[src/rtl/medt_pkg.sv]
// Package: shared widths, hash constants and types for the mesh edge dedup table.
package medt_pkg;

   localparam int VERT_W   = 16;
   localparam int FACE_W   = 12;
   localparam int CORNER_W = 4;
   localparam int COUNT_W  = 4;
   localparam int EDGE_W   = 12;

   // corner counter stops at MAX_CORNERS-1 on overlong faces
   localparam int MAX_CORNERS = 16;

   localparam logic [COUNT_W-1:0] USE_MAX = 4'd15;

   localparam logic [31:0] HASH_MUL_LO = 32'd2654435761;
   localparam logic [15:0] HASH_MUL_HI = 16'd40503;
   localparam logic [32:0] HASH_ADD    = 33'h0_0000_9E37;

   typedef struct packed {
      logic [VERT_W-1:0]   lo;
      logic [VERT_W-1:0]   hi;
      logic [FACE_W-1:0]   face;
      logic [CORNER_W-1:0] corner;
      logic                last;
   } edge_job_type;

   typedef struct packed {
      logic space;
      logic empty;
   } queue_status_type;

endpackage

[src/rtl/medt_queue.sv]
// Short edge job queue between the front and the back.
module medt_queue import medt_pkg::*; (
   input  logic             clock,
   input  logic             reset,
   input  logic             push,
   input  edge_job_type     push_job,
   input  logic             pop,
   output edge_job_type     head_job,
   output queue_status_type status
);

   localparam int DEPTH = 4;
   localparam int PW    = $clog2(DEPTH);

   edge_job_type     slot_ff [DEPTH];
   logic [PW-1:0]    wr_ptr_ff;
   logic [PW-1:0]    rd_ptr_ff;
   logic [PW:0]      count_ff;

   always_ff @(posedge clock) begin
      if (push) begin
         slot_ff[wr_ptr_ff] <= push_job;
      end
      if (reset) begin
         wr_ptr_ff <= '0;
         rd_ptr_ff <= '0;
         count_ff  <= '0;
      end else begin
         if (push) wr_ptr_ff <= wr_ptr_ff + 1'b1;
         if (pop)  rd_ptr_ff <= rd_ptr_ff + 1'b1;
         if (push && !pop)      count_ff <= count_ff + 1'b1;
         else if (!push && pop) count_ff <= count_ff - 1'b1;
      end
   end

   assign head_job     = slot_ff[rd_ptr_ff];
   assign status.space = count_ff < (PW+1)'(DEPTH);
   assign status.empty = count_ff == '0;

endmodule

[config.mk]
export PLATFORM = sky130hd
export DESIGN_NAME = medt_queue
export DESIGN_NICKNAME = d
export VERILOG_FILES = /design/src/rtl/medt_pkg.sv /design/src/rtl/medt_queue.sv
export SDC_FILE = /design/constraint.sdc
export NUM_CORES = 1
export LEC_CHECK = 0
export BUFFER_PORTS_ARGS = -buffer_cell sky130_fd_sc_hd__clkbuf_2
export CORE_UTILIZATION = 51
export CTS_CLUSTER_SIZE = 8
export DETAILED_ROUTE_END_ITERATION = 7
export PLACE_DENSITY = 0.75
export SLEW_MARGIN = 25
export SYNTH_ARGS = -nofsm -noshare
export SYNTH_HDL_FRONTEND = slang
export SYNTH_SLANG_ARGS = --single-unit
export TNS_END_PERCENT = 1
[constraint.sdc]
create_clock -name clock -period 1.9 [get_ports clock]
set_input_delay 0.38 -clock clock [delete_from_list [all_inputs] [get_ports clock]]
set_output_delay 0.38 -clock clock [all_outputs]
set_load 0.05 [all_outputs]
==> flow_summary_export.csv <==
group,metric,value,unit
setup_path,worstPathCellList,"clkbuf_16 > mux4_2 > buf_8",
setup_path,arrival,1.86,ns
detailed_routing,ant_nets,0,
clock_tree,cts_buffers,29,
setup_path,critPathKind,"register to output pin",
global_route,grt_max_degree,39,
yosys,synthXorXnorAreaFrac,0.5826,%
min_path,holdCritPathClass,"input port to register",
flow_run,maxCapViolCount,0,
sta,whs,0.07939,ns
yosys,synth_top_family_by_area,"multiplexers",
setup_path,start_kind,"register",
sta,fin_crit_sh,117.9,%
floorplanning,ios,104,
sta,setup_slack,-0.3406,ns
pwr,p_leak,3.372,nW
clock_tree,clock_latency,0.52,ns
placement,place_area,8412,sq um
global_route,grt-ovfl-total,0,
yosys,synth_compound_area_share,0.1332,%
final_layout,areaGrowthSynthToFinish,29.59,%
final_layout,num_antenna_cells,0,
yosys,syn_avg_cell_area,25.06,sq um
yosys,synth_cell_types,23,
run_status,status,"finished with violations",
sta,slew_viol_final,0,
clock_tree,clk_pin_slew,0.05,ns
yosys,syn_nets,359,
yosys,synth_seq_cells,205,
setup_path,endpoint_kind,"output pin",
sta,slew_headroom,81.73,%
yosys,synth_top_area_share,78.30,%
global_route,antenna_found_initial,0,
detailed_routing,post-route-drc-count,0,
clock_tree,cts.sinks,205,
yosys,synthMuxAreaShare,15.05,%
clock_tree,clockBufferDepth,3,
pwr,p_per_area,1204,nW/um^2
sta,rsz0062_at_grt,"true",
floorplanning,core,14480,sq um
floorplanning,start_util,51.92,%
sta,period_minus_slack,2.241,ns
run_status,violations,"setup timing",
placement,gp_congestion,0.6745,
sta,worst_slew_pin_slew,0.2752,ns
sta,skew,0.01105,ns
setup_path,crit_path_top_delay_cell,"mux4_2",
final_layout,nets,497,
yosys,synthAdderAreaFrac,1.099,%
yosys,netlist_area,7517,sq um
placement,dp_hpwl,8013,um
yosys,synthCells,300,
yosys,synth_area_leaders,"edfxtp_1 78%, mux4_2 14%, dfxtp_1 2.4%",
yosys,synth_edf_count,196,
yosys,async_flop_share,0,%
global_route,grt_pass1_wl,20270,um
sta,setup_viol,49,
clock_tree,cts_tree,"done",
yosys,synth_most_common_cell,"edfxtp_1",
detailed_routing,wl_per_cell,21.15,um
floorplanning,die_w,123.4,um
detailed_routing,firstDrtPassIters,4,
floorplanning,rows,44,
placement,numPortBuffers,103,
floorplanning,die_area,15230,sq um
global_route,grt_pass1_vias,3768,
setup_path,critPathRequiredTime,1.52,ns
floorplanning,die_h,123.4,um
yosys,synthTopCellsByCount,"196 x edfxtp_1, 47 x mux4_2, 9 x dfxtp_1",
setup_path,critPathMaxStageDelay,0.53,ns
yosys,synth_seq_area_share,80.69,%
detailed_routing,drt-vias-per-instance,5.366,
yosys,synth-simple-area-share,0.8822,%
clock_tree,cts-root-buf,"clkbuf_16",
detailed_routing,vias,3456,
detailed_routing,routed_wl,13620,um
yosys,yosysWarnings,0,
final_layout,finalInstanceArea,9742,sq um
yosys,synth_ff_type,"edfxtp_1",
sta,max_clock_freq,0.4463,GHz
setup_path,cp_max_fo,9,
clock_tree,htreeDepth,1,
detailed_routing,drtIter0Drc,152,
yosys,yosysTopAreaCell,"edfxtp_1",
sta,hold_violations,0,
final_layout,drive_above_1_share,44.57,%
pwr,peakVddDrop,0.8904,mV
global_route,grt_usage,18.24,%
repair_timing:
item,in CTS,in global routing
endpoints found under the setup margin,49,49
setup buffers,0,0
gates cloned,0,1
endpoints found under the hold margin,0,0
hold buffers,0,0
resized for setup,100,49
cells by family (layout without fill, tap and decap cells):
| group | after synthesis | after routing |
|---|---|---|
| XOR/XNOR | 5 | 5 |
| adder cells (fa/ha/maj) | 6 | 6 |
| AO/OA/AOI/OAI | 2 | 2 |
| multiplexers | 51 | 51 |
| flip-flops | 205 | 205 |
| AND/OR/NAND/NOR | 14 | 14 |
| buffers and inverters | 17 | 177 |
per-layer routing:
layer	global-route usage [%]	wire, um	vias to the layer above
met4	5.045	187	0
met5	0	0	-
met2	31.49	6971	113
li1	-	-	1549
met3	4.751	835	15
met1	22.81	5624	1779
layout make-up:
type	count	area, sq um
well taps	184	230.2
repair buffers	119	1269
multi-input cells	78	1331
flip-flops and latches	205	6071
clock buffers	51	808.3
inverters	5	18.77
clock inverters	2	13.76
fillers	918	4737
cell usage in the layout (no fill, tap or decap), drive strengths merged:
cell	count
nor3	1
edfxtp	196
xor2	3
or3	1
and2	4
clkbuf	106
o21ai	1
nor2	7
buf	64
clkinv	1
xnor2	2
inv	6
a21oi	1
dfxtp	9
mux2i	2
nand2	1
ha	5
fa	1
mux4	49
flip-flops by register name (all words and copies together), names as in the netlist, named ones only:
signal	cells
count_ff	3
rd_ptr_ff	2
slot_ff	196
wr_ptr_ff	2
worst paths after layout:
check / from / end / slack [ns] / cells past startpoint
setup reg to reg: count_ff[0] / count_ff[2] / 0.41 / 4
setup / recovery: register / head_job[38] / -0.34 / 3
hold reg to reg: count_ff[2] / count_ff[2] / 0.50 / 2
hold / removal: push_job[8] / slot_ff[3][8] / 0.08 / 1
where the power goes:
group          internal [mW]  switching [mW]
Sequential              5.20          0.0700
Clock                   2.83            1.69
Combinational          0.822            1.11
worst max-delay path, delay by kind of cell (launching register included):
family | cells | cell delay (ns)
flip-flops | 1 | 0.43
multiplexers | 1 | 0.53
buffers and inverters | 2 | 0.38
stage by stage:
stage	cells	utilization (%)	setup slack (ns)	setup TNS [ns]	total power, mW
floorplan	300	-	-0.2235	-31.01	6.469
global placement	590	58.10	0.1024	0	6.866
detailed placement	590	58.10	0.02396	0	6.908
CTS	643	66.69	-0.4074	-17.16	11.73
global route	644	67.28	-0.4012	-18.37	12.12
finish	644	67.28	-0.3406	-15.52	11.73
(Power assumes the default switching activity.)
