**src/rtl/medt_pkg.sv**
```systemverilog
// Package: shared widths, hash constants and types for the mesh edge dedup table.
package medt_pkg;

   localparam int VERT_W   = 16;
   localparam int FACE_W   = 12;
   localparam int CORNER_W = 4;
   localparam int COUNT_W  = 4;
   localparam int EDGE_W   = 12;

   // corner counter stops at MAX_CORNERS-1 on overlong faces
   localparam int MAX_CORNERS = 16;

   localparam logic [COUNT_W-1:0] USE_MAX = 4'd15;

   localparam logic [31:0] HASH_MUL_LO = 32'd2654435761;
   localparam logic [15:0] HASH_MUL_HI = 16'd40503;
   localparam logic [32:0] HASH_ADD    = 33'h0_0000_9E37;

   typedef struct packed {
      logic [VERT_W-1:0]   lo;
      logic [VERT_W-1:0]   hi;
      logic [FACE_W-1:0]   face;
      logic [CORNER_W-1:0] corner;
      logic                last;
   } edge_job_type;

   typedef struct packed {
      logic space;
      logic empty;
   } queue_status_type;

endpackage

```
**src/rtl/medt_front.sv**
```systemverilog
// Front: takes face vertices and splits them into ordered edge jobs.
module medt_front import medt_pkg::*; (
   input  logic               clock,
   input  logic               reset,
   input  logic               req_valid,
   output logic               req_stall,
   input  logic [VERT_W-1:0]  req_vertex_index,
   input  logic               req_last_in_face,
   input  logic               clearing,
   input  queue_status_type   q_status,
   output logic               push,
   output edge_job_type       push_job
);

   logic [VERT_W-1:0]   first_ff;
   logic [VERT_W-1:0]   prev_ff;
   logic [CORNER_W-1:0] corner_ff;
   logic [FACE_W-1:0]   face_ff;
   logic                pend_valid_ff;
   edge_job_type        pend_ff;

   logic         accept;
   edge_job_type mid_job;
   edge_job_type close_job;

   function automatic edge_job_type make_job(input logic [VERT_W-1:0] a,
                                             input logic [VERT_W-1:0] b,
                                             input logic [FACE_W-1:0] face,
                                             input logic [CORNER_W-1:0] corner,
                                             input logic last);
      edge_job_type j;
      j.lo     = (a < b) ? a : b;
      j.hi     = (a < b) ? b : a;
      j.face   = face;
      j.corner = corner;
      j.last   = last;
      return j;
   endfunction

   assign req_stall = pend_valid_ff || !q_status.space || clearing;
   assign accept    = req_valid && !req_stall;

   assign mid_job   = make_job(prev_ff, req_vertex_index, face_ff,
                               corner_ff - 1'b1, !req_last_in_face);
   assign close_job = make_job(req_vertex_index,
                               (corner_ff == '0) ? req_vertex_index : first_ff,
                               face_ff, corner_ff, 1'b1);

   always_comb begin
      push     = 1'b0;
      push_job = mid_job;
      if (pend_valid_ff) begin
         push     = q_status.space;
         push_job = pend_ff;
      end else if (accept) begin
         if (corner_ff != '0) begin
            push = 1'b1;
         end else if (req_last_in_face) begin
            push     = 1'b1;
            push_job = close_job;
         end
      end
   end

   always_ff @(posedge clock) begin
      if (accept) begin
         pend_ff <= close_job;
      end
      if (reset) begin
         first_ff      <= '0;
         prev_ff       <= '0;
         corner_ff     <= '0;
         face_ff       <= '0;
         pend_valid_ff <= 1'b0;
      end else begin
         if (pend_valid_ff && q_status.space) begin
            pend_valid_ff <= 1'b0;
         end
         if (accept) begin
            if (corner_ff == '0) first_ff <= req_vertex_index;
            if (req_last_in_face) begin
               pend_valid_ff <= corner_ff != '0;
               corner_ff     <= '0;
               face_ff       <= face_ff + 1'b1;
            end else begin
               prev_ff <= req_vertex_index;
               if (corner_ff < CORNER_W'(MAX_CORNERS - 1)) corner_ff <= corner_ff + 1'b1;
            end
         end
      end
   end

endmodule

```
**config.mk**
```make
export PLATFORM = sky130hd
export DESIGN_NAME = medt_front
export DESIGN_NICKNAME = d
export VERILOG_FILES = /design/src/rtl/medt_pkg.sv /design/src/rtl/medt_front.sv
export SDC_FILE = /design/constraint.sdc
export NUM_CORES = 1
export LEC_CHECK = 0
export ABC_AREA = 1
export BUFFER_PORTS_ARGS = -buffer_cell sky130_fd_sc_hd__buf_2
export CORE_MARGIN = 2
export CORE_UTILIZATION = 45
export CTS_CLUSTER_SIZE = 24
export DETAILED_ROUTE_END_ITERATION = 8
export PLACE_DENSITY_LB_ADDON = 0.15
export SYNTH_ARGS = -nofsm -noshare
export SYNTH_HDL_FRONTEND = slang
export SYNTH_SLANG_ARGS = --single-unit
```
**constraint.sdc**
```tcl
create_clock -name clock -period 9.5 [get_ports clock]
set_clock_uncertainty 0.05 [all_clocks]
set_input_delay 1.9 -clock clock [delete_from_list [all_inputs] [get_ports clock]]
set_output_delay 1.9 -clock clock [all_outputs]
set_load 0.005 [all_outputs]
```
==> metrics.yaml, run 1 <==
status: "finished clean"
cap_violations: 0
cp.buffers_inverters: 4
vias: 5589
intPower_uw: 756
r2r_start: "corner_ff[0]$_SDFFE_PP0P_"
power.switching_uw: 296
drtAntennaViolNets: 0
min_from: "face_ff[11]$_SDFFE_PP0P_"
start_kind: "input port"
slowest_delay_ps: 790
cp.arrival_ps: 4740
crit_slowest_cell: "nand2_1"
hp-class: "flop to flop"
rsz0062_at_grt: "no"
synth.most_common_cell: "nand2_1"
n_antenna_cell: 0
hold_buffers: 0
tritoncts: "built"
ys_async_sr_fraction: 0
synth_commonest_cells: "nand2_1 (204), nand3_1 (139), inv_1 (56)"
ff2ff_setup_slack_ps: 5720
worst_slew_pin_slew_ps: 1190
die_h_um: 121
critPathRequiredTime_ps: 7550
setup_tns_ps: 0
grt_first_pass_wirelength_um: 25800
dp_hpwl_um: 10100
gp_congestion: 0.851
p_seq_frac: 0.442
period_needed_ps: 6690
grt_busiest_layer: "met2"
power_mw: 1.05
synth-edff-count: 48
drt-total-wl_um: 16000
nFillCells: 1334
insertion_delay_ps: 350
power.share.switching: 0.281
leakage_nw: 3.00
synth_top_cells_by_area: "edfxtp_1 (23%), dfxtp_1 (16%), nand2_1 (12%)"
cts_max_path_buffers: 2
max_freq_mhz: 149
grt_pass1_vias: 5161
syn_nets: 869
yosysSeqAreaShare: 0.392
yosys.area.top_type_share: 0.233
cts.root.buffer_cell: "clkbuf_16"
track_usage: 0.224
dr.pass1.iters: 5
grt_max_degree: 68
synth_area_um2: 6170
final_hold_viol_count: 0
peakVddDrop_uv: 95.4
synth_cell_type_count: 38
regArea_um2: 2420
post_cts_resized: 0
p_per_area_nw_per_um2: 153
pre_cts_ws_ps: 2820
core-area_um2: 13300
clock_power_share: 0.379
die_area_um2: 14700
holdWs_ps: 388
setup_viol: 0
final_nets: 910
die_w_um: 121
avgViaCountPerCell: 5.41
io_pins: 74
rows: 42
use_met1: 0.289
path_clk_slew_ps: 70
crit_fanout: 33
use_met2: 0.381
multi_input_area_um2: 3250
slew_viol_final: 0
cts-htree-levels: 3
critPathKind: "input port to output pin"
end_kind: "output pin"
cts.sinks: 97
drive_gt1_frac: 0.179
cts_buffers: 9
synth-seq-cells: 97
drtIter0Drc: 355
fin_crit_sh: 0.705
grt-ovfl-total: 0
yosysWarnings: 0
routedWlPerCell_um: 15.5
power_frac_comb: 0.179
antenna_found_initial: 0
crit_chain: "buf_2 > inv_1 > ha_1 > a21oi_1 > o21ai_0 > a21oi_2 > buf_4 > nand2_1 > nand2_1 > nand3_1 > nand3_1 > nand2_1 > buf_2"
path_delay_family: "simple AND/OR/NAND/NOR gates"
fin_ws_ps: 2810
start_util: 0.463
post_cts_buffers: 0
drc: 0
slew_headroom: 0.207
cpMostUsedCell: "nand2_1"
synth_cells: 812
syn_area_per_cell_um2: 7.60
syn_to_final_growth_pct: 11.1
yosysTopAreaCell: "edfxtp_1"
synthFlopType: "dfxtp_1"
place.port_buffers: 72
grt_util_met3: 0.0343
crit_path_start: "req_vertex_index[15]"
## layer usage
metal / wire, um / part of all wire
met3: 649 / 0.040
met4: 261 / 0.016
met1: 7400 / 0.46
met2: 7740 / 0.48
met5: 0 / 0
## stage by stage
stage | util | std cells | instance area [um^2]
global route | 0.514 | 1034 | 6860
finish | 0.514 | 1034 | 6860
detailed placement | 0.490 | 1018 | 6540
floorplan | - | 812 | 6170
CTS | 0.514 | 1034 | 6860
global placement | 0.490 | 1018 | 6540
## final timing paths
path              depth (start not counted)               endpoint
setup / recovery                         13           push_job[31]
hold / removal                            0  pend_ff[16]$_DFFE_PP_
setup reg to reg                         17  pend_ff[45]$_DFFE_PP_
hold reg to reg                           0  pend_ff[16]$_DFFE_PP_
## sequential cells by signal, summed over array words and instances (netlist names)
name           flops
corner_ff          4
face_ff           12
first_ff          16
pend_ff           48
pend_valid_ff      1
prev_ff           16
## final cells by class
| type | count | area share |
|---|---|---|
| repair buffers | 77 | 0.0580 |
| flip-flops and latches | 97 | 0.353 |
| clock inverters | 6 | 0.0137 |
| well taps | 176 | 0.0321 |
| multi-input cells | 604 | 0.474 |
| clock buffers | 10 | 0.0334 |
| inverters | 64 | 0.0357 |
## cell usage in the layout, fill, tap and decap left out, types with 30 or more instances in the layout
master / count
dfxtp_1: 48
nand2_1: 204
nor2_1: 30
ha_1: 34
a21oi_1: 48
buf_2: 72
o21ai_0: 45
nand3_1: 139
edfxtp_1: 48
inv_1: 56
## power by group through the flow
stage	Clock, mW	Combinational (mW)	Sequential, mW
final	0.398	0.188	0.465
after global routing	0.419	0.214	0.466
after CTS	0.407	0.190	0.465
after detailed placement	0	0.189	0.474
after global placement	0	0.185	0.474
after floorplan	0	0.139	0.473
## logic make-up after synthesis
logic type      after synthesis  synth area share
simple gates                440             0.340
compound gates              128             0.114
buf+inv                     111            0.0817
flops                        97             0.392
fa+ha+maj                    34            0.0689
xor+xnor                      2           0.00284
Note: power is estimated with default switching activity, not from simulation.
==> inputs of run 2 (changes only) <==
ABC_AREA = 0   (was 1)
clock period = 5.63 ns   (was 9.5 ns; I/O delays follow)
==> run 2 against run 1 <==
Effect of this change: first-iteration DRC count is 39% lower; via count is 18% lower; global-route usage is 0.12 points lower; die area is 8.9% lower; final cell count is 19% lower; combinational power is 13% higher; design area is 7.0% lower; count of clock-buffer cells in the layout is 1 lower; sequential power is 66% higher; register-to-register slack worse by 4600 ps; synthesized cell count is 25% lower; critical path type unchanged; highest routed layer unchanged.
==> metrics.yaml, run 2 <==
synth_cell_type_count: 45
ys_async_sr_fraction: 0
cp.arrival_ps: 3890
cts.sinks: 97
leakage_nw: 2.57
crit_fanout: 11
drive_gt1_frac: 0.185
nFillCells: 1165
cts_buffers: 9
r2r_start: "corner_ff[0]$_SDFFE_PP0P_"
grt_pass1_vias: 4459
synth.most_common_cell: "nand2_1"
status: "finished clean"
gp_congestion: 0.827
top_regs: "pend_ff: 48 flops, first_ff: 16 flops, prev_ff: 16 flops"
slew_headroom: 0.315
yosys.area.top_type_share: 0.257
synth_commonest_cells: "nand2_1 (99), a21oi_1 (58), dfxtp_1 (49)"
period_needed_ps: 5060
synth-edff-count: 48
insertion_delay_ps: 360
syn_to_final_growth_pct: 13.8
setup_viol: 0
dp_cells: 817
grt_first_pass_wirelength_um: 22900
synth-seq-cells: 97
finish.utilization: 0.527
hold_buffers: 0
reg2reg_depth: 13
setup_tns_ps: 0
die_w_um: 116
cap_violations: 0
synth_top_cells_by_area: "edfxtp_1 (26%), dfxtp_1 (17%), ha_1 (7.6%)"
reg2reg_to: "pend_ff[22]$_DFFE_PP_"
drt-total-wl_um: 14100
peakVddDrop_uv: 133
p_per_area_nw_per_um2: 249
synth_cells: 606
drtIter0Drc: 216
dr.pass1.iters: 5
drtAntennaViolNets: 0
yosysSeqAreaShare: 0.432
place.port_buffers: 72
routedWlPerCell_um: 16.9
rsz0062_at_grt: "no"
worst_slew_pin_slew_ps: 1030
post_cts_resized: 0
syn_area_per_cell_um2: 9.25
largest_reg_flops: 48
cts.root.buffer_cell: "clkbuf_16"
rows: 40
die_area_um2: 13400
cts_max_path_buffers: 2
post_cts_buffers: 0
max_freq_mhz: 198
final_common_cell: "nand2_1"
synth_area_um2: 5610
final_nets: 717
final_hold_viol_count: 0
start_kind: "input port"
grt_busiest_layer: "met2"
hp-class: "flop to flop"
avgViaCountPerCell: 5.51
hold_end: "first_ff[14]$_SDFFE_PP0P_"
end_kind: "output pin"
fin_crit_sh: 0.899
path_clk_slew_ps: 70
core-area_um2: 12100
drc: 0
cts-htree-levels: 3
largest-register: "pend_ff"
use_met1: 0.296
use_met2: 0.369
critPathKind: "input port to output pin"
min_from: "first_ff[14]$_SDFFE_PP0P_"
layout_common_cells: "nand2_1 (99), buf_2 (72), a21oi_1 (58), dfxtp_1 (48), edfxtp_1 (48)"
grt_max_degree: 75
synthFlopType: "dfxtp_1"
n_antenna_cell: 0
tritoncts: "built"
yosysTopAreaCell: "edfxtp_1"
antenna_found_initial: 0
yosysWarnings: 0
track_usage: 0.223
io_pins: 74
die_h_um: 116
whs_path_depth: 2
start_util: 0.463
critPathRequiredTime_ps: 4450
dp_hpwl_um: 9250
slew_viol_final: 0
syn_nets: 663
ff2ff_setup_slack_ps: 1090
grt-ovfl-total: 0
grt_util_met3: 0.0397
instances_no_fill: 833
holdWs_ps: 409
vias: 4589
-- run 2: layout make-up --
class / instances / area [um^2] / area share
inverters: 34 / 128 / 0.0200
well taps: 168 / 210 / 0.0329
repair buffers: 81 / 428 / 0.0671
multi-input cells: 437 / 2900 / 0.455
flip-flops and latches: 97 / 2420 / 0.380
clock inverters: 7 / 62.6 / 0.00980
clock buffers: 9 / 225 / 0.0353
-- run 2: worst max-delay path, cell delays in order --
cell and delay [ps]:
buf_2 140, inv_1 100, ha_1 330, nand4_1 150, or4_1 530, o311a_1 330, nand3_1 120, or3_1 500
buf_4 260, o221a_1 190, buf_2 110
-- run 2: routing by layer --
metal / wire length, um / part of all wire / up-vias
li1: - / - / 2264
met1: 6420 / 0.46 / 2205
met5: 0 / 0 / -
met4: 229 / 0.016 / 0
met2: 6800 / 0.48 / 104
met3: 656 / 0.047 / 16
-- run 2: cells by family after synthesis --
logic type / synth area share
xor gates and xnor gates: 0.0219
AOI/OAI and AO/OA: 0.172
and+or+nand+nor: 0.160
DFF: 0.432
buffers and inverters: 0.0549
muxes: 0.0832
adders and majority gates: 0.0759
-- run 2: where the power goes --
group | internal (mW) | switching, mW | leakage, nW
clock | 0.309 | 0.298 | 0.133
combinational | 0.0856 | 0.128 | 1.58
sequential | 0.762 | 0.00785 | 0.858
total | 1.16 | 0.434 | 2.57
-- run 2: worst max path at each step --
stage / from / to / slack (ps) / cells past startpoint
3_3_place_gp: req_vertex_index[15] / push_job[38] / 610 / 11
6_report: req_vertex_index[13] / push_job[38] / 570 / 11
4_1_cts: req_vertex_index[13] / push_job[38] / 540 / 11
5_1_grt: req_vertex_index[13] / push_job[43] / 390 / 11
2_1_floorplan: req_valid / push_job[38] / 1150 / 8
3_5_place_dp: req_vertex_index[13] / push_job[38] / 560 / 11
-- run 2: metrics by stage --
| stage | area, um^2 | setup slack (ps) | power [mW] |
|---|---|---|---|
| after floorplan | 5610 | 1150 | 0.926 |
| after global placement | 6090 | 613 | 0.996 |
| after detailed placement | 6090 | 559 | 1.00 |
| after CTS | 6380 | 543 | 1.61 |
| after global routing | 6380 | 394 | 1.66 |
| final | 6380 | 568 | 1.59 |
